$ cat config.mk
export PLATFORM = sky130hd
export DESIGN_NAME = udc_div_cell
export DESIGN_NICKNAME = d
export VERILOG_FILES = /design/src/hdl/udc_div_cell.sv
export SDC_FILE = /design/constraint.sdc
export NUM_CORES = 1
export LEC_CHECK = 0
export ABC_AREA = 1
export BUFFER_PORTS_ARGS = -buffer_cell sky130_fd_sc_hd__clkbuf_2
export CAP_MARGIN = 30
export CORE_MARGIN = 2
export CORE_UTILIZATION = 55
export CTS_BUF_LIST = sky130_fd_sc_hd__clkbuf_2
export DETAILED_ROUTE_END_ITERATION = 7
export PLACE_DENSITY = 0.89
export SLEW_MARGIN = 20
export SYNTH_ARGS = -nofsm -noshare
export SYNTH_HDL_FRONTEND = slang
export SYNTH_SLANG_ARGS = --single-unit
$ cat constraint.sdc
create_clock -name clk -period 1.2 [get_ports clk]
set_input_delay 0.24 -clock clk [delete_from_list [all_inputs] [get_ports clk]]
set_output_delay 0.24 -clock clk [all_outputs]
set_load 0.02 [all_outputs]
$ cat src/hdl/udc_div_cell.sv
// One restoring-division cell: one quotient bit per cell, registered.
// Depends on nothing; chained by uart_baud_divisor_calc.
`default_nettype none
module udc_div_cell #(
    parameter int unsigned W  = 27,
    parameter int unsigned QW = 27,
    parameter int unsigned SW = 1
) (
    input  wire logic          clk,
    input  wire logic          rst_n,
    input  wire logic          in_valid,
    input  wire logic [W-1:0]  in_rem,
    input  wire logic [QW-1:0] in_num,
    input  wire logic [W-1:0]  in_den,
    input  wire logic [SW-1:0] in_side,
    output logic               out_valid,
    output logic [W-1:0]       out_rem,
    output logic [QW-1:0]      out_num,
    output logic [W-1:0]       out_den,
    output logic [SW-1:0]      out_side
);
    logic [W:0]    trial;
    logic          fits;
    logic [W-1:0]  rem_next;
    logic [QW-1:0] num_next;
    logic          valid_reg;
    logic [W-1:0]  rem_reg;
    logic [QW-1:0] num_reg;
    logic [W-1:0]  den_reg;
    logic [SW-1:0] side_reg;

    // partial remainder stays below the divisor, so bit W is the borrow
    assign trial    = {in_rem, in_num[QW-1]} - {1'b0, in_den};
    assign fits     = ~trial[W];
    assign rem_next = fits ? trial[W-1:0] : {in_rem[W-2:0], in_num[QW-1]};
    assign num_next = {in_num[QW-2:0], fits};

    always_ff @(posedge clk or negedge rst_n)
    begin
        if (!rst_n)
        begin
            valid_reg <= 1'b0;
        end
        else
        begin
            valid_reg <= in_valid;
        end
    end

    always_ff @(posedge clk)
    begin
        rem_reg  <= rem_next;
        num_reg  <= num_next;
        den_reg  <= in_den;
        side_reg <= in_side;
    end

    assign out_valid = valid_reg;
    assign out_rem   = rem_reg;
    assign out_num   = num_reg;
    assign out_den   = den_reg;
    assign out_side  = side_reg;
endmodule
`default_nettype wire

==> results of run 1 <==
## cell families after synthesis
family | share of synthesized area [%]
compound gates | 2.692
xor+xnor | 2.004
fa+ha+maj | 8.190
buf+inv | 12.14
flops | 38.14
simple gates | 36.83
## metrics by stage
stage / std cells / setup TNS (ps)
2_1_floorplan: 634 / -13140
3_3_place_gp: 996 / -20450
3_5_place_dp: 996 / -22470
==> impl_metrics.ini, run 1 <==
[outcome]
outcome = stopped before the end
lastStage = 4_1_cts
error_line = [ERROR DPL-0038] Utilization greater than 100%, impossible to legalize

[clock_tree]
hold_buffers = 71
cts_resized = 321
cts_sinks = 83
post-cts-setup-buffer-count = 19
cts_made_buffers = 9
clock_path_buffers = 2
cts_root_buf = clkbuf_2
htreeDepth = 3

[synthesis]
yosys_warnings = 0
synth_area_leaders = dfxtp_1 (38%), nand2_1 (19%), inv_1 (11%), ha_1 (7.7%), nand3_1 (6.3%)
synthCells = 634
synth_async_sr_flop_share_pct = 1.205
synth.largest_area_cell = dfxtp_1
synth_cell_types = 31
yosys.area.top_type_share_pct = 37.57
yosys-top-cells-count = nand2_1 (224), inv_1 (123), dfxtp_1 (82)
synth-seq-cells = 83
synth_nets = 747
syn_avg_cell_area_sq_um = 6.891
syn-cell-area_sq_mm = 0.004369
ys_seq_area_share_pct = 38.14
synth-main-ff-cell = dfxtp_1
synth-edff-count = 0
yosysMostFrequentCell = nand2_1

[placed_design]
dp_hpwl_mm = 11.23
dpl-instance-area_sq_mm = 0.006360
place.gp.congestion = 0.9278
port_buffers = 167
dpl_worst_slack_ps = -844.6

[floorplan]
fp.dieH_um = 93.13
placementRows = 32
ioPinCount = 168
die_w_um = 93.13
start_util_pct = 56.54
==> inputs of run 2 (changes only) <==
--- a/config.mk
+++ b/config.mk
@@ -9,10 +9,9 @@
 export BUFFER_PORTS_ARGS = -buffer_cell sky130_fd_sc_hd__clkbuf_2
 export CAP_MARGIN = 30
 export CORE_MARGIN = 2
-export CORE_UTILIZATION = 55
-export CTS_BUF_LIST = sky130_fd_sc_hd__clkbuf_2
+export CORE_UTILIZATION = 40
 export DETAILED_ROUTE_END_ITERATION = 7
-export PLACE_DENSITY = 0.89
+export PLACE_DENSITY_LB_ADDON = 0.15
 export SLEW_MARGIN = 20
 export SYNTH_ARGS = -nofsm -noshare
 export SYNTH_HDL_FRONTEND = slang
==> run 2 against run 1 <==
Effect of this change: the flow now finishes, with violations (setup timing); synthesized area unchanged; synthesized cell count unchanged.
==> impl_metrics.ini, run 2 <==
[sta]
min_period_over_period_pct = 130.2
slew_headroom_pct = 80.70
final.setup.tns_ps = -8900
fmax_ghz = 0.6401
setup_ws_ps = -362.2
setup_viol = 28
tightest_slew_ps = 288.5
grt_setup_unrepaired = true
min_period_ps = 1562
slew_violations = 0
finalHoldViolCount = 0

[placed_design]
dpl_worst_slack_ps = -823.6
dp_hpwl_mm = 11.03
place.gp.congestion = 0.8839
port_buffers = 167

[floorplan]
placementRows = 38
start_util_pct = 40.66
fp.dieH_um = 108.5
core_sq_mm = 0.01075
die_w_um = 108.5
ioPinCount = 168
die_area_sq_mm = 0.01178

[clock_tree]
cts.reportedPaths.clkPinSlew_ps = 90
htreeDepth = 3
cts_sinks = 83
clock_path_buffers = 2
cts_tree = yes
cts_root_buf = clkbuf_8
cts_made_buffers = 9

[final_layout]
final_nets = 1105
num_antenna_cells = 0
mostFrequentLayoutCell = nand2_1
drive_gt1_share_pct = 48.14
fillers = 783
fin_util_pct = 75.30
final_cell_mix = nand2_1 (180), clkbuf_2 (155), buf_4 (114), inv_1 (102), dfxtp_1 (82)
area_delta_synth_final_pct = 85.19

[worst_setup_path]
endpoint_kind = flip-flop
cp_slowest_cell = ha_4
worstPathRequired_ps = 1480
crit_chain = clkbuf_8 > ha_4 > nand2_4 > nor2_4 > and2_4 > and2_4 > nand2_4 > buf_12 > nand3_4 > buf_12 > nand2_8 > nand2_2 > nand2_1
cp_num_cells = 13
timing.critical_path.buf_inv = 3
cp_top_family = simple AND/OR/NAND/NOR gates
slowest_delay_ps = 270
startpoint_type = primary input
crit_path_start = in_rem[16]
crit_fanout = 6
critPathArrivalTime_ps = 1850
worstSetupPathType = primary input to flip-flop

[hold_path]
min-delay-start = in_den[2]
min_path_cells = 1
hold_path_class = primary input to flip-flop

[power_and_ir_drop]
p_total_mw = 9.036
powerDensity_mw_per_mm2 = 1117
power.leakage_nw = 4.470
ir_drop_mv = 0.9369

[synthesis]
synth-main-ff-cell = dfxtp_1
synth.largest_area_cell = dfxtp_1
synth-edff-count = 0
synth_async_sr_flop_share_pct = 1.205
synth-xor-area-share_pct = 2.005
ys_seq_area_share_pct = 38.14
yosys-top-cells-count = nand2_1 (224), inv_1 (123), dfxtp_1 (82)
yosys.area.top_type_share_pct = 37.57
syn-cell-area_sq_mm = 0.004369
synth_cell_types = 31
syn_avg_cell_area_sq_um = 6.891
synth-compound-area-share_pct = 2.692
synthSimpleGateAreaFrac_pct = 36.83
yosys_warnings = 0
synth-seq-cells = 83
synth_area_leaders = dfxtp_1 (38%), nand2_1 (19%), inv_1 (11%), ha_1 (7.7%), nand3_1 (6.3%)
synth_top_family_by_area = simple AND/OR/NAND/NOR gates
muxShareOfSynthArea_pct = 0
synthAdderAreaFrac_pct = 8.190
synth_nets = 747
yosysMostFrequentCell = nand2_1
synthCells = 634

[grt]
grt_util_all_layers_pct = 26.21
globalRouteOverflowTotal = 0
grt_max_degree = 17
antenna_found_initial = 0
grt_pass1_wl_mm = 23.69
grt_pass1_vias = 5045

[outcome]
outcome = finished, violations left
violations = setup timing

[drt]
drc = 0
first_pass_iters = 5
wl_per_cell_um = 14.07
drt_iter0_markers = 208
vias = 5206
final_antenna_net_count = 0
viasPerCell = 4.579
totalWireLength_mm = 15.99

[job]
cap_violations = 0
## run 2: cell counts after synthesis
Identical to the previous run, type by type.
## run 2: final cells by class
class                           instances  area (sq um)  area share [%]
Inverter                              126         495.5           6.123
Timing Repair Buffer                  351          2600           32.13
Clock inverter                          7         102.6           1.268
Clock buffer                            9         123.9           1.531
Tap cell                              140         175.2           2.165
Multi-Input combinational cell        421          2928           36.18
Sequential cell                        83          1667           20.60
## run 2: report_power, final
part,internal (mW),switching [mW]
sequential,3.04,0.0825
combinational,1.64,1.90
clock,1.21,1.17
total,5.88,3.15
## run 2: kinds of logic (layout without fill, tap and decap cells)
group / Yosys count / in the layout
AND/OR/NAND/NOR: 362 / 364
buffers and inverters: 132 / 493
flip-flops: 83 / 83
adder cells (fa/ha/maj): 28 / 28
AO/OA/AOI/OAI: 19 / 19
XOR/XNOR: 10 / 10
## run 2: timing repair
item	in CTS	in global routing
hold buffers	55	0
endpoints found under the hold margin	55	0
setup endpoints to repair	28	28
setup buffers	16	7
gates cloned	2	2
gates resized for setup	77	68
pin swaps	26	42
## run 2: worst paths after layout
check / endpoint / slack (ps)
min in group asynchronous: out_valid / 180
setup / recovery: out_rem[19] / -360
max in group asynchronous: out_valid / 930
hold / removal: out_den[2] / 8
## run 2: metrics by stage
step	area, sq um	std cells	hold WS (ps)
final	8092	1137	8.347
after global routing	8092	1137	1.344
after CTS	7731	1128	0.9294
after detailed placement	6457	1039	15.37
after global placement	6457	1039	14.72
after floorplan	4717	634	-55.59
## run 2: metal layers
metal	track usage, %	up-vias	wire length, um
met3	4.882	32	939
met4	10.62	0	389
met1	30.97	2355	6736
met2	46.47	176	7925
met5	0	-	0
li1	-	2643	-
(Power assumes the default switching activity.)
==> inputs of run 3 (changes only) <==
--- a/config.mk
+++ b/config.mk
@@ -9,7 +9,7 @@
 export BUFFER_PORTS_ARGS = -buffer_cell sky130_fd_sc_hd__clkbuf_2
 export CAP_MARGIN = 30
 export CORE_MARGIN = 2
-export CORE_UTILIZATION = 40
+export CORE_UTILIZATION = 53
 export DETAILED_ROUTE_END_ITERATION = 7
 export PLACE_DENSITY_LB_ADDON = 0.15
 export SLEW_MARGIN = 20
==> run 3 against run 2 <==
Effect of this change: the flow now stops in 5_1_grt; synthesized area is the same; synthesized cell count is the same.
==> impl_metrics.ini, run 3 <==
[synthesis]
syn_avg_cell_area_sq_um = 6.891
yosys-top-cells-count = nand2_1 (224), inv_1 (123), dfxtp_1 (82)
yosysMostFrequentCell = nand2_1
yosys_warnings = 0
yosys.area.top_type_share_pct = 37.57
synth_area_leaders = dfxtp_1 (38%), nand2_1 (19%), inv_1 (11%), ha_1 (7.7%), nand3_1 (6.3%)
syn-cell-area_sq_mm = 0.004369
synth_cell_types = 31
synth-seq-cells = 83
ys_seq_area_share_pct = 38.14
synth-edff-count = 0
synth_async_sr_flop_share_pct = 1.205
synth.largest_area_cell = dfxtp_1
synth-main-ff-cell = dfxtp_1
synth_nets = 747
synthCells = 634

[placed_design]
dpl_worst_slack_ps = -921.0
port_buffers = 167
place.gp.congestion = 0.9139
dp_hpwl_mm = 11.96

[clock_tree]
clock_path_buffers = 2
cts_made_buffers = 9
htreeDepth = 3
cts_sinks = 83
cts_root_buf = clkbuf_8

[outcome]
lastStage = 5_1_grt
outcome = stopped before the end
error_line = [ERROR DPL-0038] Utilization greater than 100%, impossible to legalize

[floorplan]
ioPinCount = 168
die_w_um = 94.80
fp.dieH_um = 94.80
placementRows = 33
start_util_pct = 53.99

[sta]
worstEpCategory = sequential cell input
worstEndpointGrtRepair = out_rem[7]$_DFF_P_/D

[grt]
grt_max_degree = 17
## run 3: kinds of logic after synthesis
family | Yosys count | synth area share (%)
xor+xnor | 10 | 2.004
simple gates | 362 | 36.83
flops | 83 | 38.14
buf+inv | 132 | 12.14
fa+ha+maj | 28 | 8.190
compound gates | 19 | 2.692
## run 3: repair_timing
item / in CTS
setup buffers: 17
gates cloned: 3
endpoints found under the setup margin: 28
pin swaps: 33
hold endpoints to repair: 46
hold buffers: 46
resized for setup: 71
## run 3: metrics by stage
stage | hold WS [ps] | utilization, % | cells | setup TNS [ps] | instance area [sq um]
2_1_floorplan | -55.59 | - | 634 | -13140 | 4717
3_3_place_gp | 15.24 | 78.39 | 993 | -21250 | 6344
4_1_cts | 3.369 | 92.10 | 1075 | -9324 | 7453
3_5_place_dp | 18.27 | 78.39 | 993 | -23930 | 6344
