<file path="src/hdl/udc_pkg.sv">
// Shared types, widths and divisor table for the UART baud divisor calculator.
// No dependencies; imported by uart_baud_divisor_calc and udc_eval.
`default_nettype none
package udc_pkg;

    localparam int unsigned FIELD_W   = 27;
    localparam int unsigned NUM_DIV   = 9;
    localparam int unsigned PROD_W    = FIELD_W + 8;
    localparam int unsigned DUTY_QW   = 10;
    localparam int unsigned SIDE2_W   = 14;
    localparam logic [FIELD_W-1:0] CLOCK_RESET = 27'd60000000;
    localparam logic [7:0] FAIL_COUNT = 8'd255;

    typedef struct packed {
        logic               fail;
        logic [3:0]         k;
        logic [7:0]         n;
        logic [7:0]         count;
        logic [FIELD_W-1:0] baud;
        logic [FIELD_W-1:0] clkv;
        logic [PROD_W-1:0]  prod;
        logic [FIELD_W-1:0] p;
        logic [FIELD_W-1:0] diff;
        logic               mod;
    } eval_t;

    function automatic logic div_half_clk(input logic [3:0] k);
        logic r;
        case (k)
            4'd0:    r = 1'b1;
            default: r = 1'b0;
        endcase
        return r;
    endfunction

    function automatic logic div_dbl_speed(input logic [3:0] k);
        logic r;
        case (k)
            4'd0, 4'd1, 4'd3, 4'd5, 4'd7: r = 1'b1;
            default:                      r = 1'b0;
        endcase
        return r;
    endfunction

    function automatic logic [1:0] div_prescale(input logic [3:0] k);
        logic [1:0] r;
        case (k)
            4'd3, 4'd4: r = 2'd1;
            4'd5, 4'd6: r = 2'd2;
            4'd7, 4'd8: r = 2'd3;
            default:    r = 2'd0;
        endcase
        return r;
    endfunction

endpackage
`default_nettype wire

</file>
<file path="src/hdl/udc_eval.sv">
// Divisor selection, count, exact product and 1% error test; four stages.
// Depends on udc_pkg.
`default_nettype none
module udc_eval (
    input  wire logic                        clk,
    input  wire logic                        rst_n,
    input  wire logic                        in_valid,
    input  wire logic [udc_pkg::FIELD_W-1:0] ratio,
    input  wire logic [udc_pkg::FIELD_W-1:0] baud,
    input  wire logic [udc_pkg::FIELD_W-1:0] clkv,
    output logic                             out_valid,
    output udc_pkg::eval_t                   out_eval
);
    import udc_pkg::*;

    eval_t      s1_next, s2_next, s3_next, s4_next;
    eval_t      s1_reg, s2_reg, s3_reg, s4_reg;
    logic [3:0] v_reg;
    logic       found;
    logic [4:0] sh1, sh3;
    logic       half_lsb;

    // stage 1: first divisor with ratio < D*256, D = 8 << k
    always_comb
    begin
        s1_next = '0;
        found   = 1'b0;
        for (int i = NUM_DIV - 1; i >= 0; i--)
        begin
            if ((ratio >> (11 + i)) == '0)
            begin
                s1_next.k = 4'(i);
                found     = 1'b1;
            end
        end
        sh1          = {1'b0, s1_next.k} + 5'd3;
        s1_next.n    = 8'(ratio >> sh1);
        half_lsb     = ratio[sh1 - 5'd1];
        s1_next.count = half_lsb ? s1_next.n : s1_next.n - 8'd1;
        s1_next.fail = (baud == '0) || !found || (s1_next.n == 8'd0);
        s1_next.baud = baud;
        s1_next.clkv = clkv;
    end

    // stage 2: baud * n
    always_comb
    begin
        s2_next      = s1_reg;
        s2_next.prod = PROD_W'(s1_reg.baud) * PROD_W'(s1_reg.n);
    end

    // stage 3: P = baud*n*D, never above clock when a divisor was found
    always_comb
    begin
        s3_next      = s2_reg;
        sh3          = {1'b0, s2_reg.k} + 5'd3;
        s3_next.p    = FIELD_W'(s2_reg.prod << sh3);
        s3_next.diff = s2_reg.clkv - s3_next.p;
    end

    // stage 4: error above 1% selects modulation and a count of n-1
    always_comb
    begin
        s4_next       = s3_reg;
        s4_next.mod   = (34'(s3_reg.diff) * 34'd100) > 34'(s3_reg.p);
        s4_next.count = s4_next.mod ? s3_reg.n - 8'd1 : s3_reg.count;
    end

    always_ff @(posedge clk or negedge rst_n)
    begin
        if (!rst_n)
        begin
            v_reg <= '0;
        end
        else
        begin
            v_reg <= {v_reg[2:0], in_valid};
        end
    end

    always_ff @(posedge clk)
    begin
        s1_reg <= s1_next;
        s2_reg <= s2_next;
        s3_reg <= s3_next;
        s4_reg <= s4_next;
    end

    assign out_valid = v_reg[3];
    assign out_eval  = s4_reg;
endmodule
`default_nettype wire

</file>
<file path="config.mk">
export PLATFORM = sky130hd
export DESIGN_NAME = udc_eval
export DESIGN_NICKNAME = d
export VERILOG_FILES = /design/src/hdl/udc_pkg.sv /design/src/hdl/udc_eval.sv
export SDC_FILE = /design/constraint.sdc
export NUM_CORES = 1
export LEC_CHECK = 0
export ABC_AREA = 1
export BUFFER_PORTS_ARGS = -buffer_cell sky130_fd_sc_hd__clkbuf_2
export CAP_MARGIN = 5
export CORE_UTILIZATION = 35
export DETAILED_ROUTE_END_ITERATION = 10
export GPL_TIMING_DRIVEN = 0
export PLACE_DENSITY_LB_ADDON = 0.15
export SETUP_SLACK_MARGIN = 0.5
export SLEW_MARGIN = 25
export SYNTH_ARGS = -nofsm -noshare
export SYNTH_HDL_FRONTEND = slang
export SYNTH_SLANG_ARGS = --single-unit
</file>
<file path="constraint.sdc">
create_clock -name clk -period 14.6 [get_ports clk]
set_clock_uncertainty 0.05 [all_clocks]
set_input_delay 0.73 -clock clk [delete_from_list [all_inputs] [get_ports clk]]
set_output_delay 0.73 -clock clk [all_outputs]
set_load 0.03 [all_outputs]
</file>
==> qor.csv, run 1 <==
stage,metric,value,unit
critical_path,Critical Path Source Type,register,
cts,Clock Tree Root,clkbuf_16,
floorplanning,I/O pin cnt,250,
timing,RSZ-0062 raised after global routing,false,
critical_path,flop2flop setup slack,8.38,ns
cts,Num CTS Buffers,53,
synth,library cells used by synthesis,49,
floorplanning,Initial Utilization,35.7,%
timing,final worst slack,8.38,ns
cts,clk sinks,518,
timing,Fmax,0.161,GHz
cells_and_area,Multi-input gate area,12300,um^2
flow_run,# Max-Cap Violations,0,
cells_and_area,Post-Layout Cell Count,4130,
critical_path,FF-to-FF End,s2_reg[82],
hold_path,hold path cells,1,
placed_design,routability cong.,0.893,
synth,async set-reset flop share out of synthesis,0.772,%
timing,final hold violation count,0,
critical_path,FF-to-FF Start,s1_reg[159],
floorplanning,Core Region,70500,um^2
route,Vias,18600,
route,drt first pass iters,5,
cells_and_area,fillers,7072,
synth,synthesized area per cell,8.85,um^2
critical_path,arrival time worst endpoint,6.64,ns
global_routing,largest net degree at the start of global routing,16,
global_routing,first-pass GRT wire length,104000,um
cells_and_area,"Core Util, Final",41.6,%
floorplanning,full die area,72900,um^2
route,WL/cell,15.8,um
timing,setup TNS,0,ns
synth,Gate Count Post-Synth,2841,
placed_design,port bufs,249,
global_routing,Global Route Usage Sum,17.9,%
placed_design,Post-Place Cells,4030,
cts,CTS tree,built,
critical_path,CP Data Required Time,15.03,ns
cts,Worst-path clk slew,0.06,ns
cells_and_area,fin nets,3600,
hold_path,HP Class,in -> reg,
global_routing,antenna violations before repair,3,
cells_and_area,max FFs per register,165,
timing,Final Slew Violations,0,
hold_path,worst hold endpoint,s1_reg[99],
route,Vias/cell,4.50,
cts,# Post-CTS Setup Buffers,0,
cts,H-tree depth,2,
timing,slew of the pin with the lowest slew margin,0.860,ns
floorplanning,die width,270,um
synth,Synth Register Bits,518,
cells_and_area,Layout area overhead,16.7,%
route,DRT Wirelength,65200,um
placed_design,half-perimeter wire length after placement,53800,um
route,DRC,0,
timing,Period minus WS final,6.22,ns
hold_path,hold_sp,clkv[9],
synth,sequential share of the synthesized area,41.3,%
placed_design,Post-Place Setup Slack,8.39,ns
global_routing,Congestion Overflow GR,0,
synth,Post-synth EDFFs,0,
status,outcome,"finished, final reports clean",
critical_path,WS Path Type,reg -> reg,
cells_and_area,layout cell share with drive strength beyond 1,12.4,%
floorplanning,Die H,270,um
timing,Max transition margin,42.7,%
route,post-route ant nets,0,
critical_path,Reg2Reg Depth,19,
critical_path,CP max FO,10,
cts,CTS Buffer Depth,3,
timing,# setup viols final,0,
synth,post-synth net total,3295,
synth,Ys Warns,0,
timing,part of the cycle the worst path needs,42.6,%
synth,Mapped Area,25100,um^2
critical_path,Setup crit end kind,register,
floorplanning,FP Rows,97,
cts,clk_lat worst skew,0.60,ns
route,DR iter-0 viols,855,
synth,most common flop cell mapped by yosys,dfxtp_1,
cells_and_area,FF/Latch Area,10400,um^2
global_routing,vias in the first global route,19400,
cells_and_area,diode count,0,
worst max-delay path by stage:
stage	start	end	slack (ns)
2_1_floorplan	s1_reg[155]	s2_reg[82]	9.90
3_3_place_gp	s1_reg[159]	s2_reg[82]	8.39
3_5_place_dp	s1_reg[159]	s2_reg[82]	8.39
4_1_cts	s1_reg[159]	s2_reg[82]	8.37
5_1_grt	s1_reg[159]	s2_reg[82]	8.00
6_report	s1_reg[159]	s2_reg[82]	8.38
cells by family after synthesis:
logic type      count (synthesis)  share of synthesized area (%)
compound gates                297                           6.49
xor+xnor                       94                           3.27
fa+ha+maj                     370                           23.6
buf+inv                       657                           9.97
flops                         518                           41.3
mux                             8                          0.318
simple gates                  897                           15.1
synth_stat cells, drive strengths merged, types with 17 or more instances:
master	instances	share of area [%]
a21oi	103	2.1
buf	17	0.35
clkbuf	59	0.95
dfxtp	514	41
fa	173	14
ha	197	9.8
inv	579	8.6
nand2	589	9.0
nand3	111	2.3
nand4	20	0.58
nor2	133	2.2
nor3	24	0.48
o21ai	137	2.7
xnor2	30	1.0
xor2	64	2.2
area by class of cell:
class,count,share of cell area (%)
clock buffers,77,5.23
flip-flops and latches,518,35.4
clock inverters,22,0.818
repair buffers,250,4.28
multi-input cells,1666,41.7
well taps,940,4.01
plain buffers,76,1.11
inverters,581,7.43
stage by stage:
stage / hold WS (ns) / cell area, um^2
2_1_floorplan: 0.260 / 25100
3_3_place_gp: 0.260 / 27600
3_5_place_dp: 0.262 / 27600
4_1_cts: 0.145 / 29400
5_1_grt: 0.156 / 29400
6_report: 0.189 / 29400
repair_timing:
item	4_1_cts	5_1_grt
gates resized for setup	0	0
hold endpoints to repair	4	0
hold buffers	1	0
per-layer routing:
metal  vias up  track usage [%]  wire (um)
met4         2             5.89       1960
met2       382             32.8      33200
met5         -                0         19
met1      8757             21.5      27500
li1       9324                -          -
met3       118             2.43       2510
cell usage in the layout, fill, tap and decap left out, types with 24 or more instances in the layout:
cell type	count
dfxtp_1	514
xor2_1	64
o21ai_0	131
clkbuf_16	53
nor3_1	24
clkbuf_1	57
ha_1	197
nand2_1	577
nand3_1	105
a21oi_1	102
xnor2_1	30
nor2_1	124
fa_1	173
clkbuf_2	263
inv_1	577
worst max-delay path, stage by stage, from the launching register on:
cell      delay, ns
dfxtp_1        0.32
clkbuf_1       0.64
clkbuf_1       0.64
nand2_1        0.10
inv_1          0.12
fa_1           0.39
inv_1          0.11
fa_1           0.43
fa_1           0.52
fa_1           0.58
inv_1          0.05
ha_1           0.36
a21o_1         0.23
a31oi_1        0.13
nand2_1        0.07
a21oi_1        0.38
o21ai_0        0.21
a21boi_0       0.40
o21ai_0        0.16
xor2_1         0.17
Power of run 1 is not shown: default switching activity piles up to over one toggle a cycle in this logic, so the estimate is an artifact.
==> inputs of run 2 (changes only) <==
--- a/config.mk
+++ b/config.mk
@@ -5,7 +5,7 @@
 export SDC_FILE = /design/constraint.sdc
 export NUM_CORES = 1
 export LEC_CHECK = 0
-export ABC_AREA = 1
+export ABC_AREA = 0
 export BUFFER_PORTS_ARGS = -buffer_cell sky130_fd_sc_hd__clkbuf_2
 export CAP_MARGIN = 5
 export CORE_UTILIZATION = 35
==> constraint.sdc (replaced) <==
create_clock -name clk -period 5.9 [get_ports clk]
set_clock_uncertainty 0.05 [all_clocks]
set_input_delay 0.295 -clock clk [delete_from_list [all_inputs] [get_ports clk]]
set_output_delay 0.295 -clock clk [all_outputs]
set_load 0.03 [all_outputs]
==> qor.csv, run 2 <==
stage,metric,value,unit,change
synth,"area leader, netlist",dfxtp_1,,
synth,Ys Warns,0,,unchanged
critical_path,arrival time worst endpoint,6.26,ns,-0.38 ns
synth,Gate Count Post-Synth,2359,,-17%
global_routing,Global Route Usage Sum,18.7,%,+0.72 points
floorplanning,Die H,267,um,-1.0%
timing,Period minus WS final,5.82,ns,-0.397 ns
floorplanning,Initial Utilization,35.7,%,about the same
timing,RSZ-0062 raised after global routing,true,,
placed_design,routability cong.,0.874,,-2.1%
floorplanning,Core Region,69100,um^2,-2.1%
critical_path,CP Data Required Time,6.34,ns,-8.69 ns
floorplanning,full die area,71500,um^2,-2.0%
timing,slew of the pin with the lowest slew margin,0.809,ns,-0.0504 ns
synth,synth cell count leaders,"dfxtp_1, inv_1, nand2_1",,
synth,Synth area leaders,"dfxtp_1, fa_1, ha_1, inv_1, nand2_1",,
critical_path,flop2flop setup slack,0.08,ns,-8.30 ns
cells_and_area,"commonest non-fill, non-tap cell in the layout",dfxtp_1,,
route,DRC,0,,unchanged
cells_and_area,most frequent cells in the layout,"dfxtp_1, inv_1, clkbuf_2, nand2_1, fa_1",,
cells_and_area,Layout area overhead,26.3,%,
synth,top cell type's share of synthesized area,41.8,%,+0.85 points
critical_path,WS Path Type,reg -> reg,,
synth,Mapped Area,24600,um^2,-2.0%
flow_run,# Max-Cap Violations,0,,unchanged
cells_and_area,Final Cell Area,31100,um^2,+6.0%
timing,part of the cycle the worst path needs,98.6,%,+56 points
timing,Final Slew Violations,0,,unchanged
cells_and_area,"Core Util, Final",45.1,%,+3.4 points
cells_and_area,fillers,6509,,-8.0%
cells_and_area,fin nets,3239,,-10%
timing,# setup viols final,0,,unchanged
global_routing,Congestion Overflow GR,0,,unchanged
floorplanning,die width,267,um,-1.0%
route,Vias/cell,4.72,,+4.9%
synth,post-synth net total,2813,,-15%
cts,clk_lat worst skew,0.60,ns,about the same
global_routing,first-pass GRT wire length,103000,um,-0.89%
hold_path,HP Class,in -> reg,,
synth,Post-synth EDFFs,0,,unchanged
route,post-route ant nets,0,,unchanged
global_routing,largest net degree at the start of global routing,15,,-1
cells_and_area,layout cell share with drive strength beyond 1,22.6,%,+10 points
cts,Clock Tree Root,clkbuf_16,,
synth,most common flop cell mapped by yosys,dfxtp_1,,
placed_design,port bufs,248,,-0.40%
floorplanning,I/O pin cnt,250,,unchanged
critical_path,Critical Path Source Type,register,,
placed_design,half-perimeter wire length after placement,51000,um,-5.2%
cts,H-tree depth,2,,unchanged
route,drt first pass iters,5,,unchanged
global_routing,antenna violations before repair,1,,-2
route,WL/cell,17.7,um,+12%
route,DR iter-0 viols,775,,-9.4%
timing,hold slack,0.139,ns,-0.0501 ns
floorplanning,FP Rows,96,,-1.0%
critical_path,CP max FO,4,,-6
timing,final hold violation count,0,,unchanged
timing,Max transition margin,45.6,%,+2.9 points
cts,CTS Buffer Depth,3,,unchanged
timing,Fmax,0.172,GHz,+6.8%
cells_and_area,max FFs per register,165,,unchanged
synth,synthesized area per cell,10.4,um^2,+18%
route,Vias,17800,,-4.4%
route,DRT Wirelength,66600,um,+2.3%
global_routing,vias in the first global route,18500,,-4.9%
synth,async set-reset flop share out of synthesis,0.772,%,unchanged
cts,CTS tree,built,,
status,outcome,"finished, final reports clean",,
placed_design,Placement Cell Area,27000,um^2,-1.9%
synth,top-count cell post-synth,dfxtp_1,,
timing,setup TNS,0,ns,unchanged
cts,clk sinks,518,,unchanged
critical_path,Setup crit end kind,register,,
synth,Synth Register Bits,518,,unchanged
cts,Num CTS Buffers,56,,+5.7%
cts,Worst-path clk slew,0.06,ns,about the same
synth,library cells used by synthesis,98,,+100%
synth,sequential share of the synthesized area,42.2,%,+0.86 points
==> run 2: worst paths after layout <==
kind / start / to / cells past startpoint
max: s3_reg[4] / out_eval[146] / 25
min in group asynchronous: rst_n / v_reg[3] / 3
min reg2reg: s1_reg[103] / s2_reg[103] / 0
max reg2reg: s3_reg[4] / out_eval[146] / 25
min: ratio[24] / s1_reg[164] / 4
max in group asynchronous: rst_n / v_reg[2] / 3
==> run 2: final cells by class <==
type / count / area (um^2) / area share (%)
Antenna cell: 1 / 2.50 / 0.00804
Buffer: 47 / 383 / 1.23
Clock buffer: 71 / 1580 / 5.07
Clock inverter: 32 / 394 / 1.27
Inverter: 347 / 1310 / 4.20
Multi-Input combinational cell: 1447 / 13500 / 43.3
Sequential cell: 518 / 10500 / 33.6
Tap cell: 931 / 1160 / 3.74
Timing Repair Buffer: 368 / 2350 / 7.56
==> run 2: kinds of logic (layout without fill, tap and decap cells) <==
logic type	count (synthesis)	in the layout	synth area share (%)
and+or+nand+nor	575	575	11.9
muxes	55	55	2.71
AOI/OAI and AO/OA	368	368	10.3
DFF	518	518	42.2
adders and majority gates	370	370	24.1
other	0	1	0
xor gates and xnor gates	79	79	2.81
buffers and inverters	394	865	6.06
==> run 2: worst max-delay path, stage by stage, from the launching register on <==
cell and delay [ns]:
dfxtp_4 0.37, ha_4 0.25, ha_4 0.24, fa_1 0.57, ha_4 0.22, nor2b_4 0.12
o31a_1 0.30, o31ai_4 0.24, nand2_2 0.10, a221o_1 0.32, a21oi_2 0.19, o21bai_1 0.09
a21oi_1 0.17, xnor2_1 0.11, ha_2 0.19, a211oi_2 0.17, nor2_1 0.09, nor4_2 0.25
o31ai_2 0.15, a211oi_2 0.24, o211ai_1 0.16, a211oi_2 0.32, o2111ai_4 0.20, buf_12 0.19
buf_16 0.13, mux2_2 0.26
==> run 2: what timing repair did <==
action                                  4_1_cts  5_1_grt
hold buffers                                 57        0
cloned                                        1        0
pin swaps                                    32       39
buffers inserted                             47       15
gates resized for setup                     174       74
endpoints found under the hold margin        59        0
endpoints found under the setup margin       51       24
==> run 2: per-layer routing <==
metal,GRT usage [%],routed length [um],share of wire (%),vias to the layer above
li1,-,-,-,8608
met3,2.62,2390,3.6,123
met4,7.10,2480,3.7,0
met1,22.8,28700,43,8651
met5,0,0,0,-
met2,33.1,33100,50,380
==> run 2: metrics by stage <==
step,std cells,setup WS (ns)
3_3_place_gp,3538,-1.10
3_5_place_dp,3538,-1.23
5_1_grt,3762,-0.116
6_report,3762,0.0808
4_1_cts,3746,0.164
2_1_floorplan,2359,0.503
Power of run 2 is left out for the same reason.
==> inputs of run 3 (changes only) <==
--- a/config.mk
+++ b/config.mk
@@ -8,6 +8,8 @@
 export ABC_AREA = 0
 export BUFFER_PORTS_ARGS = -buffer_cell sky130_fd_sc_hd__clkbuf_2
 export CAP_MARGIN = 5
+export CELL_PAD_IN_SITES_DETAIL_PLACEMENT = 0
+export CELL_PAD_IN_SITES_GLOBAL_PLACEMENT = 2
 export CORE_UTILIZATION = 35
 export DETAILED_ROUTE_END_ITERATION = 10
 export GPL_TIMING_DRIVEN = 0
==> qor.csv, run 3 (same netlist as run 2, synthesis figures left out) <==
stage,metric,value,unit,change
route,DRC,0,,unchanged
cells_and_area,fin nets,3234,,-0.15%
floorplanning,FP Rows,96,,unchanged
cells_and_area,max FFs per register,165,,unchanged
placed_design,half-perimeter wire length after placement,52100,um,+2.1%
global_routing,vias in the first global route,18400,,-0.12%
cells_and_area,layout cell share with drive strength beyond 1,21.9,%,-0.75 points
cts,clk sinks,518,,unchanged
route,DR iter-0 viols,599,,-23%
cts,Clock Tree Root,clkbuf_16,,
route,DRT Wirelength,67100,um,+0.74%
route,drt first pass iters,4,,-1
route,post-route ant nets,0,,unchanged
route,WL/cell,17.9,um,+0.87%
cts,Num CTS Buffers,55,,-1.8%
timing,slew of the pin with the lowest slew margin,0.824,ns,+0.0153 ns
timing,Max transition margin,44.5,%,-1.2 points
timing,Period minus WS final,5.80,ns,-0.0214 ns
timing,hold slack,0.126,ns,-0.0132 ns
hold_path,hold path cells,4,,unchanged
timing,final hold violation count,0,,unchanged
cts,Worst-path clk slew,0.06,ns,about the same
route,Vias,17400,,-2.2%
global_routing,Congestion Overflow GR,0,,unchanged
floorplanning,Core Region,69100,um^2,unchanged
critical_path,Reg2Reg Depth,24,,-4.0%
floorplanning,Initial Utilization,35.7,%,unchanged
hold_path,HP Class,in -> reg,,
floorplanning,Die H,267,um,unchanged
floorplanning,full die area,71500,um^2,unchanged
critical_path,Critical Path Source Type,register,,
timing,Fmax,0.172,GHz,+0.37%
placed_design,port bufs,248,,unchanged
critical_path,CP Data Required Time,6.34,ns,about the same
cells_and_area,diode count,0,,-1
global_routing,met3 Usage GRT,2.45,%,-0.17 points
floorplanning,die width,267,um,unchanged
timing,RSZ-0062 raised after global routing,true,,
global_routing,Global Route Usage Sum,19.0,%,+0.36 points
cts,CTS tree,built,,
cells_and_area,FF/Latch Area,10500,um^2,about the same
global_routing,antenna violations before repair,1,,unchanged
global_routing,largest net degree at the start of global routing,15,,unchanged
floorplanning,I/O pin cnt,250,,unchanged
critical_path,arrival time worst endpoint,6.24,ns,-0.02 ns
global_routing,first-pass GRT wire length,104000,um,+1.4%
cells_and_area,most frequent cells in the layout,"dfxtp_1, inv_1, clkbuf_2, nand2_1, fa_1",,
global_routing,met2 Track Usage GR,34.8,%,+1.8 points
cells_and_area,"commonest non-fill, non-tap cell in the layout",dfxtp_1,,
cts,CTS Buffer Depth,3,,unchanged
route,Vias/cell,4.62,,-2.1%
cells_and_area,fillers,6652,,+2.2%
critical_path,WS Path Type,reg -> reg,,
global_routing,met1 Resource Use GR,22.6,%,-0.19 points
status,outcome,"finished, final reports clean",,
cells_and_area,Multi-input gate area,13500,um^2,-0.19%
critical_path,Setup crit end kind,register,,
timing,Final Slew Violations,0,,unchanged
timing,# setup viols final,0,,unchanged
cells_and_area,Layout area overhead,25.8,%,
flow_run,# Max-Cap Violations,0,,unchanged
cts,clk_lat worst skew,0.60,ns,about the same
cts,H-tree depth,2,,unchanged
placed_design,routability cong.,0.866,,-0.92%
global_routing,gr busiest metal,met2,,
critical_path,CP max FO,4,,unchanged
timing,part of the cycle the worst path needs,98.3,%,-0.36 points
-- run 3: final cells by class --
type | count | share of cell area, %
clock buffer | 74 | 4.90
buffer | 47 | 1.28
clock inverter | 29 | 1.17
inverter | 347 | 4.22
sequential | 518 | 33.7
tap | 931 | 3.76
multi-input combinational | 1447 | 43.4
timing repair buffer | 364 | 7.56
-- run 3: repair_timing --
action | in CTS | in global routing
pin swaps | 32 | 39
hold buffers | 57 | 0
gates cloned | 1 | 1
gates resized for setup | 169 | 87
endpoints found under the hold margin | 59 | 0
setup buffers | 42 | 15
endpoints found under the setup margin | 54 | 30
-- run 3: metrics by stage --
stage / std cells / setup slack (ns) / utilization (%) / instance area, um^2 / TNS (ns)
after floorplan: 2359 / 0.503 / - / 24600 / 0
after detailed placement: 3538 / -1.32 / 39.2 / 27000 / -29.28
final: 3757 / 0.102 / 44.9 / 31000 / 0
after global placement: 3538 / -1.30 / 39.2 / 27000 / -28.40
after global routing: 3757 / -0.0907 / 44.9 / 31000 / -0.279
after CTS: 3741 / 0.0674 / 44.3 / 30600 / 0
-- run 3: critical path, cell delays in order, from the launching register on --
cell and delay, ns:
dfxtp_4 0.37, ha_4 0.28, ha_4 0.20, fa_1 0.56, ha_4 0.22, nor2b_4 0.12, o31a_1 0.30, o31ai_4 0.31
nand2_2 0.10, a221o_1 0.32, a21oi_2 0.17, o21bai_1 0.09, a21oi_1 0.17, xnor2_1 0.11, ha_2 0.33, nand4_1 0.16
nor3_2 0.26, a41oi_2 0.16, nor2_2 0.15, o211ai_1 0.13, a211oi_2 0.34, o2111ai_4 0.21, buf_12 0.19, buf_16 0.13
mux2_2 0.26
-- run 3: worst paths after layout --
kind | startpoint | to | slack [ns]
max | s3_reg[4] | out_eval[151] | 0.10
min | ratio[23] | s1_reg[164] | 0.13
max reg2reg | s3_reg[4] | out_eval[151] | 0.10
min reg2reg | s3_reg[120] | out_eval[120] | 0.27
max in group asynchronous | rst_n | v_reg[1] | 5.07
min in group asynchronous | rst_n | v_reg[0] | 0.56
-- run 3: per-layer routing --
layer / up-vias / share of wire, %
met4: 0 / 3.2
li1: 8595 / -
met3: 95 / 3.1
met1: 8392 / 42
met5: - / 0
met2: 289 / 52
Power of run 3 is left out for the same reason.
